**src/hdl/ffrt_pkg.sv**
```systemverilog
`timescale 1ns / 1ps
// ----------------------------------------------------------------------------
// ffrt_pkg
// Shared types and constants for the first-fit region table.
// ----------------------------------------------------------------------------
package ffrt_pkg;
  localparam int MAX_REGIONS = 16;
  localparam int ADDR_BITS   = 32;
  localparam int IDX_BITS    = $clog2(MAX_REGIONS);
  localparam int CNT_BITS    = $clog2(MAX_REGIONS + 1);
  localparam int FLAG_BITS   = 8;
  localparam int ENTRY_BITS  = 2 * ADDR_BITS + FLAG_BITS;

  localparam logic [1:0] OP_ALLOC = 2'd0;
  localparam logic [1:0] OP_FREE  = 2'd1;
  localparam logic [1:0] OP_ADD   = 2'd2;
  localparam logic [1:0] OP_RSVD  = 2'd3;

  localparam logic [1:0] ST_OK   = 2'd0;
  localparam logic [1:0] ST_INV  = 2'd1;
  localparam logic [1:0] ST_FULL = 2'd2;

  localparam logic CFG_BASE  = 1'b0;
  localparam logic CFG_LIMIT = 1'b1;

  typedef struct packed {
    logic [ADDR_BITS-1:0] start_addr;
    logic [ADDR_BITS-1:0] end_addr;
    logic [FLAG_BITS-1:0] flags;
  } entry_t;
endpackage

```
**src/hdl/ffrt_ram.sv**
```systemverilog
`timescale 1ns / 1ps
// ----------------------------------------------------------------------------
// ffrt_ram
// Generic single-port-write, single-port-read RAM with registered read.
// ----------------------------------------------------------------------------
module ffrt_ram #(
  parameter int WIDTH = 8,
  parameter int DEPTH = 16
) (
  input  logic                     clk,
  input  logic                     we,
  input  logic [$clog2(DEPTH)-1:0] waddr,
  input  logic [WIDTH-1:0]         wdata,
  input  logic [$clog2(DEPTH)-1:0] raddr,
  output logic [WIDTH-1:0]         rdata
);
  logic [WIDTH-1:0] mem [DEPTH];

  always_ff @(posedge clk) begin
    if (we) mem[waddr] <= wdata;
    rdata <= mem[raddr];
  end
endmodule

```
**src/hdl/first_fit_region_table_core.sv**
```systemverilog
`timescale 1ns / 1ps
// ----------------------------------------------------------------------------
// first_fit_region_table_core
// First-fit region allocator: table of sorted regions held in one RAM.
// ----------------------------------------------------------------------------
// channel  | dir | contents
// s_axis   | in  | tdata: op[1:0], range_start, range_end, alloc_size, flags
// m_axis   | out | tdata: status[1:0], alloc_addr
// cfg      | in  | cfg_we, cfg_index, cfg_data (0 base, 1 limit)
//
// An operation reads the table one entry at a time, each entry read from the
// registered RAM read port and then checked, the final gap included for allocate
// and add, and stops at the first hit. An insert or remove then shifts the
// entries above the hit, each moved entry read and then written back, after one
// decide and one shift setup step, and ends with one write-back (two for a split).
// Entries examined plus entries moved never exceed count + 1.
// Reset (rst, synchronous) clears the count and control; RAM is not cleared.
// One beat is held at a time; the result register is held until taken and a
// new beat is accepted only when it is empty, the cycle after the result beat.
// ----------------------------------------------------------------------------
module first_fit_region_table_core (
  input  logic        clk,
  input  logic        rst,
  input  logic        s_axis_tvalid,
  output logic        s_axis_tready,
  // [1:0] op, [33:2] range_start, [65:34] range_end, [97:66] alloc_size,
  // [105:98] region_flags
  input  logic [111:0] s_axis_tdata,
  output logic        m_axis_tvalid,
  input  logic        m_axis_tready,
  // [1:0] status, [33:2] alloc_addr
  output logic [39:0] m_axis_tdata,
  input  logic        cfg_we,
  input  logic        cfg_index,
  input  logic [31:0] cfg_data
);
  localparam int AW = ffrt_pkg::ADDR_BITS;
  localparam int IW = ffrt_pkg::IDX_BITS;
  localparam int CW = ffrt_pkg::CNT_BITS;

  typedef enum logic [6:0] {
    S_IDLE  = 7'b0000001,
    S_RD    = 7'b0000010,
    S_CHK   = 7'b0000100,
    S_DEC   = 7'b0001000,
    S_MVRD  = 7'b0010000,
    S_MVWR  = 7'b0100000,
    S_FIN   = 7'b1000000
  } state_t;

  state_t state;
  logic [AW-1:0] space_base, space_limit;
  logic [CW-1:0] count;
  logic [1:0] op;
  logic [AW-1:0] rs, re, sz;
  logic [7:0] fl;
  logic [CW-1:0] idx;
  logic [AW-1:0] prev_end;
  logic [7:0] prev_flags;
  // start address of previous entry, kept for the allocate grow case
  logic [AW-1:0] prev_start_q;
  logic found;
  logic [CW-1:0] hit;
  ffrt_pkg::entry_t hit_e;
  logic [AW-1:0] gap_start;

  // planned edits
  logic          do_ins, do_del, do_mod, do_mod2;
  logic [CW-1:0] tgt;
  ffrt_pkg::entry_t new_e, mod_e;
  logic [CW-1:0] mod_idx;
  logic [CW-1:0] mv;
  logic mv_run;
  logic [1:0] res_status;
  logic [AW-1:0] res_addr;
  logic out_v;

  logic ram_we;
  logic [IW-1:0] ram_wa, ram_ra;
  ffrt_pkg::entry_t ram_wd, ram_rd;

  ffrt_ram #(.WIDTH(ffrt_pkg::ENTRY_BITS), .DEPTH(ffrt_pkg::MAX_REGIONS)) u_ram (
    .clk(clk), .we(ram_we), .waddr(ram_wa), .wdata(ram_wd),
    .raddr(ram_ra), .rdata(ram_rd)
  );

  assign s_axis_tready = (state == S_IDLE) && !out_v;
  assign m_axis_tvalid = out_v;
  assign m_axis_tdata  = {6'd0, res_addr, res_status};

  // gap fit for allocate at gap [gs, ge)
  logic [AW-1:0] gs, ge, top;
  logic [AW:0]   sum;
  logic          fits, last_gap;
  assign last_gap = (idx == count);
  assign gs  = (idx == '0) ? space_base : prev_end;
  assign ge  = last_gap ? space_limit : ram_rd.start_addr;
  assign sum = {1'b0, gs} + {1'b0, sz};
  assign top = sum[AW-1:0];
  assign fits = !sum[AW] && (top < ge) && (gs >= space_base) && (top < space_limit);

  logic add_ok, contains;
  assign add_ok = ((idx == '0) || (prev_end <= rs)) && (last_gap || ram_rd.start_addr >= re);
  assign contains = (rs >= ram_rd.start_addr) && (re <= ram_rd.end_addr);

  logic full;
  assign full = (count >= CW'(ffrt_pkg::MAX_REGIONS));

  always_comb begin
    ram_ra = idx[IW-1:0];
    ram_we = 1'b0; ram_wa = idx[IW-1:0]; ram_wd = mod_e;
    unique case (state)
      S_MVRD: ram_ra = do_ins ? IW'(mv - 1'b1) : IW'(mv + 1'b1);
      S_MVWR: begin ram_we = 1'b1; ram_wa = mv[IW-1:0]; ram_wd = ram_rd; end
      S_FIN: begin
        ram_we = do_ins || do_mod;
        ram_wa = do_ins ? tgt[IW-1:0] : mod_idx[IW-1:0];
        ram_wd = do_ins ? new_e : mod_e;
      end
      default: ;
    endcase
  end

  always_ff @(posedge clk) begin
    if (cfg_we) begin
      unique case (cfg_index)
        ffrt_pkg::CFG_BASE:  space_base  <= cfg_data;
        ffrt_pkg::CFG_LIMIT: space_limit <= cfg_data;
      endcase
    end
    if (rst) begin
      state <= S_IDLE; count <= '0; out_v <= 1'b0; mv_run <= 1'b0;
      space_base <= '0; space_limit <= '1;
    end else begin
      if (out_v && m_axis_tready) out_v <= 1'b0;
      unique case (state)
        S_IDLE: if (s_axis_tvalid && s_axis_tready) begin
          op <= s_axis_tdata[1:0];
          rs <= s_axis_tdata[33:2];
          re <= s_axis_tdata[65:34];
          sz <= s_axis_tdata[97:66];
          fl <= s_axis_tdata[105:98];
          idx <= '0; found <= 1'b0;
          do_ins <= 1'b0; do_del <= 1'b0; do_mod <= 1'b0; do_mod2 <= 1'b0;
          res_status <= ffrt_pkg::ST_INV; res_addr <= '0;
          state <= S_RD;
        end
        S_RD: state <= S_CHK;
        S_CHK: begin
          // one entry (or the final gap) examined
          unique case (op)
            ffrt_pkg::OP_ALLOC: begin
              if (fits) begin
                found <= 1'b1; hit <= idx; gap_start <= gs;
                state <= S_DEC;
              end
            end
            ffrt_pkg::OP_FREE: begin
              if (!last_gap && contains) begin
                found <= 1'b1; hit <= idx; hit_e <= ram_rd; state <= S_DEC;
              end
            end
            ffrt_pkg::OP_ADD: begin
              if (add_ok) begin
                found <= 1'b1; hit <= idx; state <= S_DEC;
              end
            end
            default: ;
          endcase
          if (state == S_CHK && !((op == ffrt_pkg::OP_ALLOC && fits) ||
              (op == ffrt_pkg::OP_FREE && !last_gap && contains) ||
              (op == ffrt_pkg::OP_ADD && add_ok))) begin
            prev_end <= ram_rd.end_addr; prev_flags <= ram_rd.flags;
            prev_start_q <= ram_rd.start_addr;
            if (last_gap || (op == ffrt_pkg::OP_FREE && idx + 1'b1 == count) ||
                op == ffrt_pkg::OP_RSVD ||
                (op != ffrt_pkg::OP_ALLOC && (rs >= re || re >= space_limit))) begin
              state <= S_DEC;
            end else begin
              idx <= idx + 1'b1; state <= S_RD;
            end
          end
        end
        S_DEC: begin
          if (!found || op == ffrt_pkg::OP_RSVD ||
              (op != ffrt_pkg::OP_ALLOC && (rs >= re || re >= space_limit))) begin
            res_status <= ffrt_pkg::ST_INV;
          end else begin
            unique case (op)
              ffrt_pkg::OP_ALLOC: begin
                if (hit != '0 && prev_flags == fl) begin
                  do_mod <= 1'b1; mod_idx <= hit - 1'b1;
                  mod_e <= '{start_addr: prev_start_q, end_addr: gap_start + sz,
                             flags: prev_flags};
                  res_status <= ffrt_pkg::ST_OK; res_addr <= gap_start;
                end else if (full) begin
                  res_status <= ffrt_pkg::ST_FULL;
                end else begin
                  do_ins <= 1'b1; tgt <= hit;
                  new_e <= '{start_addr: gap_start, end_addr: gap_start + sz, flags: fl};
                  res_status <= ffrt_pkg::ST_OK; res_addr <= gap_start;
                end
              end
              ffrt_pkg::OP_FREE: begin
                mod_idx <= hit;
                priority if (rs == hit_e.start_addr && re == hit_e.end_addr) begin
                  do_del <= 1'b1; tgt <= hit;
                  res_status <= ffrt_pkg::ST_OK;
                end else if (rs == hit_e.start_addr) begin
                  do_mod <= 1'b1;
                  mod_e <= '{start_addr: re, end_addr: hit_e.end_addr, flags: hit_e.flags};
                  res_status <= ffrt_pkg::ST_OK;
                end else if (re == hit_e.end_addr) begin
                  do_mod <= 1'b1;
                  mod_e <= '{start_addr: hit_e.start_addr, end_addr: rs, flags: hit_e.flags};
                  res_status <= ffrt_pkg::ST_OK;
                end else if (full) begin
                  res_status <= ffrt_pkg::ST_FULL;
                end else begin
                  do_mod2 <= 1'b1; do_ins <= 1'b1; tgt <= hit + 1'b1;
                  new_e <= '{start_addr: re, end_addr: hit_e.end_addr, flags: hit_e.flags};
                  mod_e <= '{start_addr: hit_e.start_addr, end_addr: rs, flags: hit_e.flags};
                  res_status <= ffrt_pkg::ST_OK;
                end
              end
              default: begin
                if (full) res_status <= ffrt_pkg::ST_FULL;
                else begin
                  do_ins <= 1'b1; tgt <= hit;
                  new_e <= '{start_addr: rs, end_addr: re, flags: fl};
                  res_status <= ffrt_pkg::ST_OK;
                end
              end
            endcase
          end
          state <= S_MVRD;
        end
        S_MVRD: begin
          // set up shift; first entry into this state starts the move index
          if (!mv_run) begin
            mv_run <= 1'b1;
            mv <= do_ins ? count : tgt;
            if (do_ins ? (count == tgt) : (!do_del || tgt + 1'b1 >= count)) begin
              state <= S_FIN;
            end
          end else begin
            state <= S_MVWR;
          end
        end
        S_MVWR: begin
          mv <= do_ins ? mv - 1'b1 : mv + 1'b1;
          if (do_ins ? (mv - 1'b1 == tgt) : (mv + 2'd2 >= count)) state <= S_FIN;
          else state <= S_MVRD;
        end
        S_FIN: begin
          if (do_ins) count <= count + 1'b1;
          if (do_del) count <= count - 1'b1;
          if (do_mod2) begin
            do_mod2 <= 1'b0; do_ins <= 1'b0; do_mod <= 1'b1; do_del <= 1'b0;
            // second write: lower part of split at original slot
          end else begin
            out_v <= 1'b1; state <= S_IDLE;
          end
          mv_run <= 1'b0;
        end
        default: state <= S_IDLE;
      endcase
    end
  end

  a_ready_idle: assert property (@(posedge clk) disable iff (rst)
    s_axis_tready |-> state == S_IDLE) else $error("ready outside idle");
  a_count_max: assert property (@(posedge clk) disable iff (rst)
    count <= CW'(ffrt_pkg::MAX_REGIONS)) else $error("count overflow");
  a_out_hold: assert property (@(posedge clk) disable iff (rst)
    out_v && !m_axis_tready |=> out_v) else $error("result dropped");
endmodule
```
**config.mk**
```make
export PLATFORM = sky130hd
export DESIGN_NAME = first_fit_region_table_core
export DESIGN_NICKNAME = d
export VERILOG_FILES = /design/src/hdl/ffrt_pkg.sv /design/src/hdl/ffrt_ram.sv /design/src/hdl/first_fit_region_table_core.sv
export SDC_FILE = /design/constraint.sdc
export NUM_CORES = 2
export LEC_CHECK = 0
export ABC_AREA = 0
export BUFFER_PORTS_ARGS = -buffer_cell sky130_fd_sc_hd__buf_4
export CAP_MARGIN = 30
export CORE_ASPECT_RATIO = 1.4
export CORE_MARGIN = 5
export CORE_UTILIZATION = 40
export CTS_CLUSTER_SIZE = 30
export DETAILED_ROUTE_END_ITERATION = 6
export GPL_ROUTABILITY_DRIVEN = 0
export GPL_TIMING_DRIVEN = 0
export PLACE_DENSITY_LB_ADDON = 0.2
export SETUP_SLACK_MARGIN = 0.05
export SYNTH_ARGS = -nofsm -noshare
export SYNTH_HDL_FRONTEND = slang
export SYNTH_SLANG_ARGS = --single-unit
```
**constraint.sdc**
```tcl
create_clock -name clk -period 21.4 [get_ports clk]
set_input_delay 0 -clock clk [delete_from_list [all_inputs] [get_ports clk]]
set_output_delay 0 -clock clk [all_outputs]
set_load 0.05 [all_outputs]
```
==> summary.txt <==
Outcome
  • Outcome: finished, violations left
  • Violated checks: DRC

Yosys
  • Yosys top cell area share: 61.5%
  • Syn_area_per_cell: ~15 um2
  • Ys Warns: 0
  • Synth area leaders: edfxtp_1 62%, mux4_2 8.1%, ha_1 5.9%, dfxtp_1 3.7%, nand2_1 2.0%
  • Number of synthesized register bits: around 1,800
  • Post-synth top area cell: edfxtp_1
  • Register area share after synthesis: 65.3%
  • Top FF cell, synth: edfxtp_1
  • EDFF count, synth: between 1,500 and 2,000
  • FFs w/ async S/R, synth: 0%
  • Synth Instances: ~5,300
  • Synth cell types: 89
  • Post-Syn Area: 0.0801 mm2

Layout
  • Layout area overhead: 18.8%
  • Layout cell share with drive strength beyond 1: around 16%
  • Fin cells: between 8,000 and 9,000
  • Fin nets: approximately 6,600

Route
  • DRC viols: 10
  • 1st-iter DRT viols: roughly 5,700
  • DR WL/cell: around 31 um
  • Drt first pass iters: 7
  • Vias/cell: about 6
  • Routed WL: roughly 270,000 um
  • Post-route ant nets: 0
  • DR vias: about 52,000

CTS
  • Worst-path clk slew: 0.06 ns
  • Maximum root-to-sink buffer count: 4
  • CTS H-tree depth: 4
  • CTS buffer count: around 180
  • Post-CTS sizing: 0
  • Root Buffer: clkbuf_16
  • CTS tree: yes
  • Clock latency on the worst-skew pair: between 0.8 and 0.9 ns
  • Clk sink count: 1,791

Worst setup path
  • Crit. path cell count: 25
  • CP Capture Type: flip-flop
  • WS Path Type: flip-flop to flip-flop
  • CP top delay family: simple AND/OR/NAND/NOR gates
  • Crit path buf inv count: 5
  • Worst r2r path cells: 25
  • Nature of the critical path startpoint: flip-flop
  • Crit path DAT: 9.31 ns
  • Req. time, crit path: around 22 ns
  • Slowest CP cell: or4b_2
  • CP peak stage delay: between 0.6 and 0.7 ns
  • Flop2flop setup slack: between 10 and 15 ns
  • Worst-path fanout max: 50

STA
  • RSZ-0062 raised after global routing: false
  • Hold_ws: 0.00484 ns
  • Final Hold Fails: 0
  • Least-Margin Pin Slew: roughly 1.1 ns
  • Slew HR: a little over a quarter
  • Slew Viols, Final: 0
  • Setup violators final: 0
  • Final worst path period need: about 8.8 ns
  • Crit share post-route: 41.3%
  • Fmax: between 100 and 150 MHz
  • Worst Skew: 0.0770 ns
  • Setup TNS: 0 ns

Floorplanning
  • Die width: between 300 and 400 um
  • I/O Pins: 192
  • Die area: between 0.2 and 0.25 mm2
  • Initial Util: roughly two fifths
  • Rows: between 150 and 200
  • Core area: between 0.15 and 0.2 mm2
  • Die Ht: about 540 um

Pwr
  • P per Cell Area: between 70 and 80 mW/mm2
  • Peak VDD IR: just under 0.07 mV
  • Leakage power: ~34 nW

GRT
  • GRT overflow: 0
  • Vias in the first global route: about 52,000
  • Largest net degree at the start of global routing: 51
  • First-pass GRT wire length: between 300,000 and 400,000 um
  • Initial antenna violation count: 17
  • GRT Overall Usage: between 20% and 30%

Worst hold path
  • Cells on Worst Hold Path: 3
  • Hold Crit Class: primary input to flip-flop

Placement
  • IO buf count: ~180
  • Dpl hpwl: about 200,000 um
  • Placed Cells: 8,261

Run
  • Number of max-cap violations: 0
layout make-up:
type,count,area (um2)
repair buffers,573,5990
diodes,6,15.0
fillers,17019,104000
inverters,311,1170
clock inverters,75,722
multi-input cells,2970,25700
well taps,2646,3310
clock buffers,236,4820
plain buffers,247,1200
flip-flops and latches,1791,52300
placed cells by master (no fill, tap or decap), types with 40 or more instances in the layout:
cell	Yosys	routed
buf_4	22	226
and3_1	46	45
nand4_1	61	61
inv_1	310	310
dlygate4sd3_1	0	275
dfxtp_1	150	150
a211oi_1	116	116
nor2_1	207	190
xor2_1	107	107
nand2_1	434	434
and2_1	112	112
a31oi_1	83	83
clkbuf_16	0	180
o21ai_0	134	134
a21o_1	59	59
clkbuf_1	152	194
nand3_1	45	45
buf_2	39	42
mux2_2	40	40
a21oi_1	255	255
xnor2_1	52	52
edfxtp_1	1641	1641
buf_12	0	53
mux4_2	288	288
ha_1	377	377
a22oi_1	61	61
a222oi_1	74	74
mux2i_1	68	67
metrics by stage:
| step | instance area [um2] | setup slack [ns] | total power [mW] | utilization, % |
|---|---|---|---|---|
| after detailed placement | 86800 | 12.86 | 4.48 | 43.6 |
| after floorplan | 80100 | 11.49 | 4.24 | - |
| after global routing | 95100 | 12.41 | 7.75 | 47.7 |
| after CTS | 95100 | 12.80 | 7.56 | 47.7 |
| after global placement | 84700 | 4.56 | 4.47 | 42.5 |
| final | 95200 | 12.57 | 7.53 | 47.7 |
kinds of logic (layout without fill, tap and decap cells):
group | count (synthesis) | in the layout | share of synthesized area, %
muxes | 397 | 397 | 9.53
adders and majority gates | 380 | 380 | 5.97
other | 1 | 12 | 0.00468
and+or+nand+nor | 1047 | 1047 | 6.19
xor gates and xnor gates | 159 | 159 | 1.74
buffers and inverters | 558 | 1442 | 2.95
DFF | 1791 | 1791 | 65.3
AOI/OAI and AO/OA | 981 | 981 | 8.34
Yosys cell counts, types with 59 or more instances:
master and instances:
mux2i_1 68, mux4_2 288, nand4_1 61, and2_1 112, a222oi_1 74, xor2_1 107
a21oi_1 255, a22oi_1 61, nand2_1 434, dfxtp_1 150, a211oi_1 116, o21ai_0 134
edfxtp_1 1641, inv_1 310, clkbuf_1 152, ha_1 377, nor2_1 207, a21o_1 59
a31oi_1 83
worst paths after layout:
kind	startpoint	endpoint
max	idx[2]	prev_start_q[14]
max reg2reg	idx[2]	prev_start_q[14]
min	rst	state[3]
min reg2reg	idx[2]	hit[2]
worst reg2reg max path, cell delays in order (launching register included):
cell      delay (ns)
edfxtp_1        0.39
clkbuf_1        0.29
nor4b_2         0.62
buf_4           0.29
buf_4           0.20
clkbuf_1        0.49
mux2_2          0.44
ha_1            0.23
or3_1           0.39
o22a_1          0.26
o211ai_1        0.56
a21oi_1         0.27
o211ai_1        0.33
a31oi_1         0.22
or4b_2          0.67
nand3_1         0.14
ha_1            0.18
nand2_1         0.08
nor2_1          0.40
nand3_1         0.13
nor2_1          0.11
nand2_1         0.13
o211ai_2        0.38
o32a_1          0.29
and3_4          0.55
buf_16          0.33
power breakdown:
| part | internal [mW] | total, mW | leakage (nW) | switching, mW |
|---|---|---|---|---|
| sequential | 3.82 | 3.89 | 16.0 | 0.0791 |
| combinational | 0.234 | 0.567 | 15.2 | 0.333 |
| clock | 1.74 | 3.07 | 2.69 | 1.33 |
| total | 5.79 | 7.53 | 33.9 | 1.75 |
flip-flops by register name (all words and copies together), names as in the netlist, 5 cells and up:
register	cells
u_ram.mem	1152
hit	5
tgt	5
sz	32
gap_start	32
mv	5
prev_start_q	32
state	7
fl	8
prev_flags	8
idx	5
res_addr	32
count	5
re	32
u_ram.rdata	72
prev_end	32
mod_e	72
new_e	72
space_limit	32
hit_e	72
space_base	32
rs	32
per-layer routing:
metal  vias to the layer above  track usage [%]  wire length (um)
met1                     26525             31.7            105000
met2                      2395             43.0            133000
met4                         2             14.0             18300
met5                         -                0                12
met3                       604             3.64             18700
li1                      22201                -                 -
timing repair:
| item | CTS | global route |
|---|---|---|
| setup endpoints to repair | 0 | 0 |
| endpoints found under the hold margin | 191 | 0 |
| hold buffers | 275 | 0 |
| setup buffers | 0 | 0 |
No activity file was read; power rests on OpenSTA's default activity.
